**config.mk**
```make
export PLATFORM = sky130hd
export DESIGN_NAME = heading_pid_steering_flat
export DESIGN_NICKNAME = d
export VERILOG_FILES = /design/src/rtl/core/hps_pkg.sv /design/src/rtl/core/hps_in_if.sv /design/src/rtl/core/hps_out_if.sv /design/src/rtl/core/hps_mac.sv /design/src/rtl/core/hps_div.sv /design/src/rtl/core/heading_pid_steering.sv /design/src/flat_wrapper.sv
export SDC_FILE = /design/constraint.sdc
export NUM_CORES = 2
export LEC_CHECK = 0
export ABC_AREA = 1
export CAP_MARGIN = 10
export CORE_AREA = 2 2 336 338
export DETAILED_ROUTE_END_ITERATION = 16
export DIE_AREA = 0 0 338 340
export DONT_BUFFER_PORTS = 1
export PLACE_DENSITY_LB_ADDON = 0.15
export SYNTH_ARGS = -nofsm -noshare
export SYNTH_HDL_FRONTEND = slang
export SYNTH_SLANG_ARGS = --single-unit
```
**constraint.sdc**
```tcl
create_clock -name i_clk -period 21.7 [get_ports i_clk]
set_input_delay 1.085 -clock i_clk [delete_from_list [all_inputs] [get_ports i_clk]]
set_output_delay 1.085 -clock i_clk [all_outputs]
set_load 0.01 [all_outputs]
```
**src/rtl/core/hps_pkg.sv**
```systemverilog
// Shared constants, types and codes of the heading PID steering block.
package hps_pkg;

    localparam int GAIN_FRAC_BITS = 8;
    localparam int SHIFT = 4 + GAIN_FRAC_BITS;

    localparam int MODE_W = 2;
    localparam int HEAD_W = 13;
    localparam int ERR_W = 13;
    localparam int DIFF_W = ERR_W + 1;
    localparam int SUM_W = 32;
    localparam int GAIN_W = 16;
    localparam int ANGLE_W = 8;
    localparam int LIMIT_W = 7;
    localparam int SPEED_W = 8;
    localparam int CFG_IDX_W = 3;
    localparam int CFG_DATA_W = 16;

    localparam int MUL_A_W = GAIN_W + 1;
    localparam int MUL_B_W = SUM_W;
    localparam int PROD_W = MUL_A_W + MUL_B_W;
    localparam int ACC_W = PROD_W + 3;
    localparam int CLAMP_W = ACC_W - SHIFT + 1;
    localparam int EDGE_W = ANGLE_W + 2;

    localparam int DIV_NUM_W = 2 * SPEED_W;
    localparam int DIV_DEN_W = LIMIT_W;
    localparam int DIV_CNT_W = $clog2(DIV_NUM_W + 1);

    localparam logic signed [DIFF_W-1:0] WRAP_HALF = DIFF_W'(2880);
    localparam logic signed [DIFF_W-1:0] WRAP_FULL = DIFF_W'(5760);
    localparam logic signed [CLAMP_W-1:0] SERVO_MAX = CLAMP_W'(180);

    localparam logic [MODE_W-1:0] MODE_HOLD = 2'd0;
    localparam logic [MODE_W-1:0] MODE_EVADE_LEFT = 2'd1;
    localparam logic [MODE_W-1:0] MODE_EVADE_RIGHT = 2'd2;

    localparam logic [CFG_IDX_W-1:0] CFG_GAIN_P = 3'd0;
    localparam logic [CFG_IDX_W-1:0] CFG_GAIN_I = 3'd1;
    localparam logic [CFG_IDX_W-1:0] CFG_GAIN_D = 3'd2;
    localparam logic [CFG_IDX_W-1:0] CFG_SERVO_CENTER = 3'd3;
    localparam logic [CFG_IDX_W-1:0] CFG_STEER_LIMIT = 3'd4;
    localparam logic [CFG_IDX_W-1:0] CFG_CRUISE_SPEED = 3'd5;
    localparam logic [CFG_IDX_W-1:0] CFG_MIN_SPEED = 3'd6;
    localparam logic [CFG_IDX_W-1:0] CFG_EVADE_OFFSET = 3'd7;

    localparam logic [GAIN_W-1:0] RST_GAIN_P = 16'd538;
    localparam logic [GAIN_W-1:0] RST_GAIN_I = 16'd0;
    localparam logic [GAIN_W-1:0] RST_GAIN_D = 16'd205;
    localparam logic [ANGLE_W-1:0] RST_SERVO_CENTER = 8'd90;
    localparam logic [LIMIT_W-1:0] RST_STEER_LIMIT = 7'd50;
    localparam logic [SPEED_W-1:0] RST_CRUISE_SPEED = 8'd120;
    localparam logic [SPEED_W-1:0] RST_MIN_SPEED = 8'd40;
    localparam logic [LIMIT_W-1:0] RST_EVADE_OFFSET = 7'd40;

    typedef struct packed {
        logic clr;
        logic en;
        logic sub;
    } t_mac_ctl;

endpackage

```
**src/rtl/core/hps_in_if.sv**
```systemverilog
// Input channel of the heading PID steering block: one control tick per item.
interface hps_in_if;
    logic valid;
    logic ready;
    logic [hps_pkg::MODE_W-1:0] mode;
    logic [hps_pkg::HEAD_W-1:0] heading;
    logic [hps_pkg::HEAD_W-1:0] target_heading;

    modport source(output valid, output mode, output heading, output target_heading,
                   input ready);
    modport sink(input valid, input mode, input heading, input target_heading,
                 output ready);
endinterface

```
**src/rtl/core/hps_out_if.sv**
```systemverilog
// Output channel of the heading PID steering block: one steering command per item.
interface hps_out_if;
    logic valid;
    logic ready;
    logic [hps_pkg::ANGLE_W-1:0] servo_angle;
    logic [hps_pkg::SPEED_W-1:0] motor_speed;
    logic signed [hps_pkg::ERR_W-1:0] heading_error;

    modport source(output valid, output servo_angle, output motor_speed,
                   output heading_error, input ready);
    modport sink(input valid, input servo_angle, input motor_speed,
                 input heading_error, output ready);
endinterface

```
**src/rtl/core/hps_mac.sv**
```systemverilog
// Shared multiply-accumulate unit with a registered product stage.
module hps_mac (
    input  logic                                i_clk,
    input  logic                                i_rst_n,
    input  hps_pkg::t_mac_ctl                   i_ctl,
    input  logic signed [hps_pkg::MUL_A_W-1:0]  i_a,
    input  logic signed [hps_pkg::MUL_B_W-1:0]  i_b,
    output logic signed [hps_pkg::ACC_W-1:0]    o_acc
);

    logic signed [hps_pkg::PROD_W-1:0] w_prod;
    logic signed [hps_pkg::PROD_W-1:0] r_prod;
    logic signed [hps_pkg::ACC_W-1:0]  r_acc;
    logic signed [hps_pkg::ACC_W-1:0]  w_prod_ext;
    logic                              r_pend;
    logic                              r_psub;

    assign w_prod = hps_pkg::PROD_W'(i_a) * hps_pkg::PROD_W'(i_b);
    assign w_prod_ext = hps_pkg::ACC_W'(r_prod);

    always_ff @(posedge i_clk) begin
        if (!i_rst_n) begin
            r_pend <= 1'b0;
            r_psub <= 1'b0;
            r_acc <= '0;
        end else begin
            r_pend <= i_ctl.en;
            r_psub <= i_ctl.sub;
            if (i_ctl.clr) begin
                r_acc <= '0;
            end else if (r_pend) begin
                r_acc <= r_psub ? (r_acc - w_prod_ext) : (r_acc + w_prod_ext);
            end
        end
    end

    always_ff @(posedge i_clk) begin
        if (i_ctl.en) begin
            r_prod <= w_prod;
        end
    end

    assign o_acc = r_acc;

endmodule

```
**src/rtl/core/hps_div.sv**
```systemverilog
// Restoring unsigned divider that produces one quotient bit per cycle.
module hps_div (
    input  logic                            i_clk,
    input  logic                            i_rst_n,
    input  logic                            i_start,
    input  logic [hps_pkg::DIV_NUM_W-1:0]   i_num,
    input  logic [hps_pkg::DIV_DEN_W-1:0]   i_den,
    output logic                            o_busy,
    output logic [hps_pkg::DIV_NUM_W-1:0]   o_quot
);

    logic [hps_pkg::DIV_CNT_W-1:0] r_cnt;
    logic [hps_pkg::DIV_NUM_W-1:0] r_quo;
    logic [hps_pkg::DIV_DEN_W-1:0] r_rem;
    logic [hps_pkg::DIV_DEN_W-1:0] r_den;
    logic [hps_pkg::DIV_DEN_W:0]   w_trial;
    logic                          w_ge;
    logic [hps_pkg::DIV_DEN_W:0]   w_diff;

    assign w_trial = {r_rem, r_quo[hps_pkg::DIV_NUM_W-1]};
    assign w_ge = (w_trial >= {1'b0, r_den});
    assign w_diff = w_trial - {1'b0, r_den};

    always_ff @(posedge i_clk) begin
        if (!i_rst_n) begin
            r_cnt <= '0;
        end else if (i_start) begin
            r_cnt <= hps_pkg::DIV_CNT_W'(hps_pkg::DIV_NUM_W);
        end else if (r_cnt != '0) begin
            r_cnt <= r_cnt - 1'b1;
        end
    end

    always_ff @(posedge i_clk) begin
        if (i_start) begin
            r_quo <= i_num;
            r_rem <= '0;
            r_den <= i_den;
        end else if (r_cnt != '0) begin
            r_quo <= {r_quo[hps_pkg::DIV_NUM_W-2:0], w_ge};
            r_rem <= w_ge ? w_diff[hps_pkg::DIV_DEN_W-1:0]
                          : w_trial[hps_pkg::DIV_DEN_W-1:0];
        end
    end

    assign o_busy = (r_cnt != '0);
    assign o_quot = r_quo;

endmodule

```
**src/rtl/core/heading_pid_steering.sv**
```systemverilog
// Heading PID steering controller: sequencer, state and configuration registers.
//
// One input item is one control tick carrying a mode, a measured heading and a
// target heading. The block returns one item with servo angle, motor speed and
// the wrapped heading error. The user writes configuration through a plain write
// port (enable, index, data) while the block is idle; the block does not enforce it.
//
// A hold-mode item goes from acceptance through WRAP, SUM, MAC_P, MAC_I, MAC_D,
// DRAIN, SERVO, SPD_MUL, SPD_ACC, DIV_GO and DIV to DONE: the three PID products
// go one after another through a single 17 by 32 bit multiply-accumulate unit,
// and the speed quotient comes out of a restoring divider at one bit per cycle.
// An evade-mode item goes from acceptance through SERVO to DONE. The input is
// ready only while the sequencer is idle, so one item is in work at a time.
//
// The result sits in an output register. A new item is accepted while that
// result waits; if the receiver still stalls when the next result is done, the
// sequencer holds it until the output register is free.
//
// Synchronous reset restores the register defaults and clears the error sum,
// the previous error and any pending result.
module heading_pid_steering (
    input  logic                                i_clk,
    input  logic                                i_rst_n,
    input  logic                                i_cfg_we,
    input  logic [hps_pkg::CFG_IDX_W-1:0]       i_cfg_idx,
    input  logic [hps_pkg::CFG_DATA_W-1:0]      i_cfg_data,
    hps_in_if.sink                              i_in,
    hps_out_if.source                           o_out
);

    localparam logic [3:0] S_IDLE    = 4'd0;
    localparam logic [3:0] S_WRAP    = 4'd1;
    localparam logic [3:0] S_SUM     = 4'd2;
    localparam logic [3:0] S_MAC_P   = 4'd3;
    localparam logic [3:0] S_MAC_I   = 4'd4;
    localparam logic [3:0] S_MAC_D   = 4'd5;
    localparam logic [3:0] S_DRAIN   = 4'd6;
    localparam logic [3:0] S_SERVO   = 4'd7;
    localparam logic [3:0] S_SPD_MUL = 4'd8;
    localparam logic [3:0] S_SPD_ACC = 4'd9;
    localparam logic [3:0] S_DIV_GO  = 4'd10;
    localparam logic [3:0] S_DIV     = 4'd11;
    localparam logic [3:0] S_DONE    = 4'd12;

    logic [3:0] r_state;
    logic [3:0] n_state;

    logic [hps_pkg::GAIN_W-1:0]  r_gain_p;
    logic [hps_pkg::GAIN_W-1:0]  r_gain_i;
    logic [hps_pkg::GAIN_W-1:0]  r_gain_d;
    logic [hps_pkg::ANGLE_W-1:0] r_center;
    logic [hps_pkg::LIMIT_W-1:0] r_limit;
    logic [hps_pkg::SPEED_W-1:0] r_cruise;
    logic [hps_pkg::SPEED_W-1:0] r_min;
    logic [hps_pkg::LIMIT_W-1:0] r_offset;

    logic [hps_pkg::MODE_W-1:0]       r_mode;
    logic [hps_pkg::HEAD_W-1:0]       r_head;
    logic [hps_pkg::HEAD_W-1:0]       r_tgt;
    logic signed [hps_pkg::ERR_W-1:0] r_err;
    logic signed [hps_pkg::SUM_W-1:0] r_sum;
    logic signed [hps_pkg::ERR_W-1:0] r_prev;
    logic [hps_pkg::ANGLE_W-1:0]      r_servo;

    logic                              r_ov;
    logic [hps_pkg::ANGLE_W-1:0]       r_out_servo;
    logic [hps_pkg::SPEED_W-1:0]       r_out_speed;
    logic signed [hps_pkg::ERR_W-1:0]  r_out_err;

    logic w_accept;
    logic w_evade;
    logic w_fire;

    logic signed [hps_pkg::DIFF_W-1:0] w_raw;
    logic signed [hps_pkg::DIFF_W-1:0] w_wrap;
    logic signed [hps_pkg::SUM_W:0]    w_sum_ext;
    logic signed [hps_pkg::SUM_W-1:0]  w_sum_sat;
    logic signed [hps_pkg::DIFF_W-1:0] w_diff;

    hps_pkg::t_mac_ctl                  w_mac_ctl;
    logic signed [hps_pkg::MUL_A_W-1:0] w_mac_a;
    logic signed [hps_pkg::MUL_B_W-1:0] w_mac_b;
    logic signed [hps_pkg::ACC_W-1:0]   w_acc;

    logic signed [hps_pkg::ACC_W-1:0]   w_floor;
    logic signed [hps_pkg::CLAMP_W-1:0] w_hold_a;
    logic signed [hps_pkg::EDGE_W-1:0]  w_evade_a;
    logic signed [hps_pkg::EDGE_W-1:0]  w_lo_e;
    logic signed [hps_pkg::EDGE_W-1:0]  w_hi_e;
    logic signed [hps_pkg::CLAMP_W-1:0] w_a;
    logic signed [hps_pkg::CLAMP_W-1:0] w_a1;
    logic signed [hps_pkg::CLAMP_W-1:0] w_a2;
    logic signed [hps_pkg::CLAMP_W-1:0] w_a3;

    logic signed [hps_pkg::ANGLE_W:0]   w_dev_s;
    logic [hps_pkg::ANGLE_W-1:0]        w_dev;
    logic                               w_spd_ok;
    logic [hps_pkg::SPEED_W-1:0]        w_spd_diff;
    logic                               w_div_busy;
    logic [hps_pkg::DIV_NUM_W-1:0]      w_quot;
    logic [hps_pkg::DIV_NUM_W:0]        w_spd_sum;
    logic [hps_pkg::SPEED_W-1:0]        w_speed;

    assign w_accept = i_in.valid && i_in.ready;
    assign i_in.ready = (r_state == S_IDLE);
    assign w_evade = (r_mode == hps_pkg::MODE_EVADE_LEFT) ||
                     (r_mode == hps_pkg::MODE_EVADE_RIGHT);
    assign w_fire = (r_state == S_DONE) && (!r_ov || o_out.ready);

    always_ff @(posedge i_clk) begin
        if (!i_rst_n) begin
            r_gain_p <= hps_pkg::RST_GAIN_P;
            r_gain_i <= hps_pkg::RST_GAIN_I;
            r_gain_d <= hps_pkg::RST_GAIN_D;
            r_center <= hps_pkg::RST_SERVO_CENTER;
            r_limit <= hps_pkg::RST_STEER_LIMIT;
            r_cruise <= hps_pkg::RST_CRUISE_SPEED;
            r_min <= hps_pkg::RST_MIN_SPEED;
            r_offset <= hps_pkg::RST_EVADE_OFFSET;
        end else if (i_cfg_we) begin
            case (i_cfg_idx)
                hps_pkg::CFG_GAIN_P: r_gain_p <= i_cfg_data;
                hps_pkg::CFG_GAIN_I: r_gain_i <= i_cfg_data;
                hps_pkg::CFG_GAIN_D: r_gain_d <= i_cfg_data;
                hps_pkg::CFG_SERVO_CENTER: r_center <= i_cfg_data[hps_pkg::ANGLE_W-1:0];
                hps_pkg::CFG_STEER_LIMIT: r_limit <= i_cfg_data[hps_pkg::LIMIT_W-1:0];
                hps_pkg::CFG_CRUISE_SPEED: r_cruise <= i_cfg_data[hps_pkg::SPEED_W-1:0];
                hps_pkg::CFG_MIN_SPEED: r_min <= i_cfg_data[hps_pkg::SPEED_W-1:0];
                hps_pkg::CFG_EVADE_OFFSET: r_offset <= i_cfg_data[hps_pkg::LIMIT_W-1:0];
                default: begin
                end
            endcase
        end
    end

    always_comb begin
        n_state = r_state;
        case (r_state)
            S_IDLE: begin
                if (w_accept) begin
                    n_state = ((i_in.mode == hps_pkg::MODE_EVADE_LEFT) ||
                               (i_in.mode == hps_pkg::MODE_EVADE_RIGHT)) ? S_SERVO : S_WRAP;
                end
            end
            S_WRAP:    n_state = S_SUM;
            S_SUM:     n_state = S_MAC_P;
            S_MAC_P:   n_state = S_MAC_I;
            S_MAC_I:   n_state = S_MAC_D;
            S_MAC_D:   n_state = S_DRAIN;
            S_DRAIN:   n_state = S_SERVO;
            S_SERVO:   n_state = w_evade ? S_DONE : S_SPD_MUL;
            S_SPD_MUL: n_state = S_SPD_ACC;
            S_SPD_ACC: n_state = S_DIV_GO;
            S_DIV_GO:  n_state = S_DIV;
            S_DIV: begin
                if (!w_div_busy) begin
                    n_state = S_DONE;
                end
            end
            S_DONE: begin
                if (w_fire) begin
                    n_state = S_IDLE;
                end
            end
            default:   n_state = S_IDLE;
        endcase
    end

    always_ff @(posedge i_clk) begin
        if (!i_rst_n) begin
            r_state <= S_IDLE;
        end else begin
            r_state <= n_state;
        end
    end

    assign w_raw = $signed({1'b0, r_head}) - $signed({1'b0, r_tgt});

    always_comb begin
        w_wrap = w_raw;
        if (w_raw > hps_pkg::WRAP_HALF) begin
            w_wrap = w_raw - hps_pkg::WRAP_FULL;
        end else if (w_raw < -hps_pkg::WRAP_HALF) begin
            w_wrap = w_raw + hps_pkg::WRAP_FULL;
        end
    end

    assign w_sum_ext = $signed({r_sum[hps_pkg::SUM_W-1], r_sum}) +
                       $signed((hps_pkg::SUM_W + 1)'(r_err));

    always_comb begin
        w_sum_sat = w_sum_ext[hps_pkg::SUM_W-1:0];
        if (w_sum_ext[hps_pkg::SUM_W] != w_sum_ext[hps_pkg::SUM_W-1]) begin
            w_sum_sat = w_sum_ext[hps_pkg::SUM_W] ?
                        $signed({1'b1, {(hps_pkg::SUM_W-1){1'b0}}}) :
                        $signed({1'b0, {(hps_pkg::SUM_W-1){1'b1}}});
        end
    end

    assign w_diff = $signed(hps_pkg::DIFF_W'(r_err)) - $signed(hps_pkg::DIFF_W'(r_prev));

    always_ff @(posedge i_clk) begin
        if (!i_rst_n) begin
            r_sum <= '0;
            r_prev <= '0;
        end else begin
            if (r_state == S_SUM) begin
                r_sum <= w_sum_sat;
            end
            if (r_state == S_MAC_D) begin
                r_prev <= r_err;
            end
        end
    end

    always_ff @(posedge i_clk) begin
        if (w_accept) begin
            r_mode <= i_in.mode;
            r_head <= i_in.heading;
            r_tgt <= i_in.target_heading;
        end
        if (r_state == S_WRAP) begin
            r_err <= w_wrap[hps_pkg::ERR_W-1:0];
        end
        if (r_state == S_SERVO) begin
            r_servo <= w_a3[hps_pkg::ANGLE_W-1:0];
        end
    end

    always_comb begin
        w_mac_ctl = '{clr: 1'b0, en: 1'b0, sub: 1'b1};
        w_mac_a = $signed({1'b0, r_gain_p});
        w_mac_b = hps_pkg::MUL_B_W'(r_err);
        case (r_state)
            S_IDLE: begin
                w_mac_ctl.clr = 1'b1;
            end
            S_MAC_P: begin
                w_mac_ctl.en = 1'b1;
            end
            S_MAC_I: begin
                w_mac_ctl.en = 1'b1;
                w_mac_a = $signed({1'b0, r_gain_i});
                w_mac_b = r_sum;
            end
            S_MAC_D: begin
                w_mac_ctl.en = 1'b1;
                w_mac_a = $signed({1'b0, r_gain_d});
                w_mac_b = hps_pkg::MUL_B_W'(w_diff);
            end
            S_SPD_MUL: begin
                w_mac_ctl = '{clr: 1'b1, en: 1'b1, sub: 1'b0};
                w_mac_a = $signed(hps_pkg::MUL_A_W'(w_spd_diff));
                w_mac_b = $signed(hps_pkg::MUL_B_W'(w_dev));
            end
            S_SPD_ACC: begin
                w_mac_ctl.sub = 1'b0;
            end
            default: begin
            end
        endcase
    end

    hps_mac u_mac (
        .i_clk   (i_clk),
        .i_rst_n (i_rst_n),
        .i_ctl   (w_mac_ctl),
        .i_a     (w_mac_a),
        .i_b     (w_mac_b),
        .o_acc   (w_acc)
    );

    assign w_floor = w_acc >>> hps_pkg::SHIFT;
    assign w_hold_a = $signed(w_floor[hps_pkg::CLAMP_W-1:0]) +
                      $signed(hps_pkg::CLAMP_W'({1'b0, r_center}));
    assign w_evade_a = (r_mode == hps_pkg::MODE_EVADE_LEFT) ?
                       ($signed({2'b00, r_center}) - $signed({3'b000, r_offset})) :
                       ($signed({2'b00, r_center}) + $signed({3'b000, r_offset}));
    assign w_lo_e = $signed({2'b00, r_center}) - $signed({3'b000, r_limit});
    assign w_hi_e = $signed({2'b00, r_center}) + $signed({3'b000, r_limit});
    assign w_a = w_evade ? hps_pkg::CLAMP_W'(w_evade_a) : w_hold_a;

    always_comb begin
        w_a1 = (w_a < hps_pkg::CLAMP_W'(w_lo_e)) ? hps_pkg::CLAMP_W'(w_lo_e) : w_a;
        w_a2 = (w_a1 > hps_pkg::CLAMP_W'(w_hi_e)) ? hps_pkg::CLAMP_W'(w_hi_e) : w_a1;
        if (w_a2 < 0) begin
            w_a3 = '0;
        end else if (w_a2 > hps_pkg::SERVO_MAX) begin
            w_a3 = hps_pkg::SERVO_MAX;
        end else begin
            w_a3 = w_a2;
        end
    end

    assign w_dev_s = $signed({1'b0, r_servo}) - $signed({1'b0, r_center});
    assign w_dev = w_dev_s[hps_pkg::ANGLE_W] ? hps_pkg::ANGLE_W'(-w_dev_s)
                                             : w_dev_s[hps_pkg::ANGLE_W-1:0];
    assign w_spd_ok = (r_cruise >= r_min) && (r_limit != '0);
    assign w_spd_diff = w_spd_ok ? (r_cruise - r_min) : '0;

    hps_div u_div (
        .i_clk   (i_clk),
        .i_rst_n (i_rst_n),
        .i_start (r_state == S_DIV_GO),
        .i_num   (w_acc[hps_pkg::DIV_NUM_W-1:0]),
        .i_den   (r_limit),
        .o_busy  (w_div_busy),
        .o_quot  (w_quot)
    );

    assign w_spd_sum = (hps_pkg::DIV_NUM_W + 1)'(r_min) + (hps_pkg::DIV_NUM_W + 1)'(w_quot);

    always_comb begin
        if (w_evade) begin
            w_speed = r_cruise;
        end else if (!w_spd_ok) begin
            w_speed = r_min;
        end else if (w_spd_sum > (hps_pkg::DIV_NUM_W + 1)'(r_cruise)) begin
            w_speed = r_cruise;
        end else begin
            w_speed = w_spd_sum[hps_pkg::SPEED_W-1:0];
        end
    end

    always_ff @(posedge i_clk) begin
        if (!i_rst_n) begin
            r_ov <= 1'b0;
        end else if (w_fire) begin
            r_ov <= 1'b1;
        end else if (o_out.ready) begin
            r_ov <= 1'b0;
        end
    end

    always_ff @(posedge i_clk) begin
        if (w_fire) begin
            r_out_servo <= r_servo;
            r_out_speed <= w_speed;
            r_out_err <= w_evade ? '0 : r_err;
        end
    end

    assign o_out.valid = r_ov;
    assign o_out.servo_angle = r_out_servo;
    assign o_out.motor_speed = r_out_speed;
    assign o_out.heading_error = r_out_err;

endmodule

```
**src/flat_wrapper.sv**
```systemverilog
// flat-port wrapper written by rule: the top's interface ports become plain ports
module heading_pid_steering_flat 
  (i_clk, i_rst_n, i_cfg_we, i_cfg_idx, i_cfg_data, i_in_valid, i_in_mode, i_in_heading, i_in_target_heading, i_in_ready, o_out_valid, o_out_servo_angle, o_out_motor_speed, o_out_heading_error, o_out_ready);
  hps_in_if i_in_i ();
  hps_out_if o_out_i ();
  input  logic i_clk;
  input  logic i_rst_n;
  input  logic i_cfg_we;
  input  logic [hps_pkg::CFG_IDX_W-1:0] i_cfg_idx;
  input  logic [hps_pkg::CFG_DATA_W-1:0] i_cfg_data;
  input wire logic [$bits(i_in_i.valid)-1:0] i_in_valid;
  input wire logic [$bits(i_in_i.mode)-1:0] i_in_mode;
  input wire logic [$bits(i_in_i.heading)-1:0] i_in_heading;
  input wire logic [$bits(i_in_i.target_heading)-1:0] i_in_target_heading;
  output wire logic [$bits(i_in_i.ready)-1:0] i_in_ready;
  output wire logic [$bits(o_out_i.valid)-1:0] o_out_valid;
  output wire logic [$bits(o_out_i.servo_angle)-1:0] o_out_servo_angle;
  output wire logic [$bits(o_out_i.motor_speed)-1:0] o_out_motor_speed;
  output wire logic [$bits(o_out_i.heading_error)-1:0] o_out_heading_error;
  input wire logic [$bits(o_out_i.ready)-1:0] o_out_ready;
  assign i_in_i.valid = i_in_valid;
  assign i_in_i.mode = i_in_mode;
  assign i_in_i.heading = i_in_heading;
  assign i_in_i.target_heading = i_in_target_heading;
  assign i_in_ready = i_in_i.ready;
  assign o_out_valid = o_out_i.valid;
  assign o_out_servo_angle = o_out_i.servo_angle;
  assign o_out_motor_speed = o_out_i.motor_speed;
  assign o_out_heading_error = o_out_i.heading_error;
  assign o_out_i.ready = o_out_ready;
  heading_pid_steering u_core (.i_clk(i_clk), .i_rst_n(i_rst_n), .i_cfg_we(i_cfg_we), .i_cfg_idx(i_cfg_idx), .i_cfg_data(i_cfg_data), .i_in(i_in_i), .o_out(o_out_i));
endmodule
```
==> metrics <==
status=completed; final setup fails=0; CP peak stage delay=roughly 930 ps; clock-pin transition on the worst setup and hold timing paths=60 ps; routed via count=36,900; All-Layer GR Usage=0.225; critical path peak fanout=29; Total Wirelength=approximately 130,000 µm; proportion of layout cells with a drive suffix above 1=0.0335; post-route ant nets=0; CP arrival=10,600 ps; largest net degree at the start of global routing=133; largest cells by area after synthesis=fa_1, edfxtp_1, ha_1, inv_1, nand2_1; first-pass GRT wire length=205,000 µm; Setup TNS=0 ps; drt pass-1 iters=5; GPL Wtd Cong=between 0.9 and 1; Crit path required time=about 22,000 ps; CTS max path bufs=3; crit path time final=10,260 ps; most frequent CP cell=inv_1; synthesized area=44,200 µm²; Crit-path slowest cell=inv_1; Placed Cells=7,266; WS Path Type=flip-flop to flip-flop; DRC viols=0; final hold vios=0; hold depth=2; Routed WL per cell=17.3 µm; startpoint types=flip-flop; number of flops mapped to enable cells by yosys=150; Post-CTS Hold Fix Bufs=0; syn nets=between 6,000 and 7,000; Cell Count, Final, Fillers Out=7,347; vias in the first global route=approximately 37,000; IO Count=83; Post-Route Skew=33.7 ps; fin crit share=0.473; clock tree from TritonCTS=built; Synth Flop Type=dfxtp_1; synthesized area per cell=7.52 µm²; leading area contributor after synthesis=fa_1; Worst-Margin Slew=1230 ps; grt ovf=0; Die Span X=338 µm; htree depth=2; initial DRC count=about 2,400; Ys Warns=0; clk sink count=352; worst hold path type=flip-flop to flip-flop; CTS Root Cell=clkbuf_16; routed vias/inst=5.02; worst path bufs/invs=8; Async S/R FF share, synth=0; Core Region=112,000 µm²; Fmax=0.0974 GHz; RSZ-0062 raised after global routing=false; worst r2r path cells=between 40 and 50; setup bufs post-CTS=0; nets=between 6,000 and 7,000; Mapped Cells=5,876; Synth top area share=0.227; # rows=123; P&R area growth vs syn=7.40%; detailed placer's ending HPWL=approximately 100,000 µm; Unique masters post-synth=60; sequential area share after synthesis=0.193; Clock Latency Late Sink=between 600 and 700 ps; Slew HR=0.179; Worst path depth=43; Port Buffers=0; area of the die=115,000 µm²; Crit. End Element=flip-flop; post-cts resize count=0; Initial Utilization=0.396; Die Y=340 µm; Slew Viols, Final=0; initial antenna violation count=1; Num CTS Buffers=43; register bit total from synthesis=352; CP top delay family=adder cells; Max-Cap Viols=0
## area by class of cell
cell class              count  area, µm²
diodes                      1       2.50
repair buffers             61        462
clock buffers              63       1290
fillers                 11700      64100
inverters                1189       4460
flip-flops and latches    352       8550
multi-input cells        4165      30600
clock inverters            16        200
well taps                1500       1880
## cells in the mapped netlist, types with 14 or more instances
cell type	count
inv_1	1179
nand2_1	1112
nor2_1	628
fa_1	502
a21oi_1	441
ha_1	358
o21ai_0	348
dfxtp_1	202
nand3_1	159
edfxtp_1	150
xor2_1	144
clkbuf_1	137
xnor2_1	78
a31oi_1	49
nand4_1	45
o211ai_1	36
nor3_1	34
o21bai_1	25
o21a_1	24
buf_1	15
buf_2	15
nor4_1	15
nand3b_1	14
o22ai_1	14
or2_2	14
## per-layer routing
layer	global-route usage	share of wire
met1	0.304	0.47
met2	0.375	0.46
met3	0.0320	0.043
met4	0.0625	0.029
met5	0	0
## stage by stage
step	util	hold slack (ps)	setup slack [ps]	area, µm²
after global routing	0.425	466	10480	47500
after detailed placement	0.412	442	11460	46000
after global placement	0.412	433	11710	46000
after floorplan	-	426	12960	44200
after CTS	0.425	451	11400	47400
final	0.425	452	11440	47500
## layout by cell type (no fill, tap or decap), drive strengths merged, types with 4 or more instances in the layout
| cell | Yosys | routed |
|---|---|---|
| a21oi | 442 | 442 |
| a221oi | 10 | 10 |
| a31o | 4 | 4 |
| nand4 | 45 | 45 |
| dfxtp | 202 | 202 |
| xor2 | 144 | 144 |
| or2 | 15 | 15 |
| a22oi | 9 | 9 |
| xnor2 | 78 | 78 |
| nor2 | 633 | 633 |
| o21a | 24 | 24 |
| o2111ai | 11 | 11 |
| fa | 502 | 502 |
| edfxtp | 150 | 150 |
| nand3 | 163 | 163 |
| clkinv | 7 | 18 |
| nor3 | 39 | 39 |
| buf | 33 | 61 |
| o22ai | 14 | 14 |
| o21ai | 363 | 363 |
| o21bai | 25 | 25 |
| inv | 1182 | 1183 |
| a31oi | 49 | 49 |
| ha | 358 | 358 |
| a211oi | 7 | 7 |
| clkbuf | 137 | 63 |
| nor4 | 16 | 16 |
| a21boi | 11 | 11 |
| a21o | 13 | 13 |
| o31ai | 7 | 7 |
| nand2 | 1115 | 1115 |
| nand3b | 14 | 14 |
| o221ai | 4 | 4 |
| o211ai | 36 | 36 |
## path summary, 6_finish.rpt
path	start	end	slack, ps
hold / removal	u_core.r_gain_i[8]	u_core.r_gain_i[8]	450
setup / recovery	u_core.r_cruise[0]	u_core.u_mac.r_prod[43]	11440
hold reg to reg	u_core.r_gain_i[8]	u_core.r_gain_i[8]	450
setup reg to reg	u_core.r_cruise[0]	u_core.u_mac.r_prod[43]	11440
## state kept, by name, indices dropped and copies added (netlist names), 13 cells and up
| name | cells |
|---|---|
| u_core.u_mac.o_acc | 52 |
| u_core.u_div.o_quot | 16 |
| u_core.r_head | 13 |
| u_core.r_tgt | 13 |
| u_core.r_sum | 32 |
| u_core.r_gain_d | 16 |
| u_core.r_prev | 13 |
| u_core.o_out.heading_error | 13 |
| u_core.u_mac.r_prod | 49 |
| u_core.r_gain_p | 16 |
| u_core.r_err | 13 |
| u_core.r_gain_i | 16 |
## cell families after synthesis
| group | count (synthesis) | share of synthesized area |
|---|---|---|
| AOI/OAI and AO/OA | 1037 | 0.130 |
| xor gates and xnor gates | 222 | 0.0440 |
| adders and majority gates | 860 | 0.329 |
| buffers and inverters | 1359 | 0.116 |
| DFF | 352 | 0.193 |
| and+or+nand+nor | 2046 | 0.187 |
## worst min-delay path: stages (launching register included)
cell and delay (ps):
dfxtp_1 300, inv_1 60, a21oi_1 60
Power is left out: the tool's default activity adds up to more than one toggle a clock period on the data nets, which glitch-free logic cannot reach.
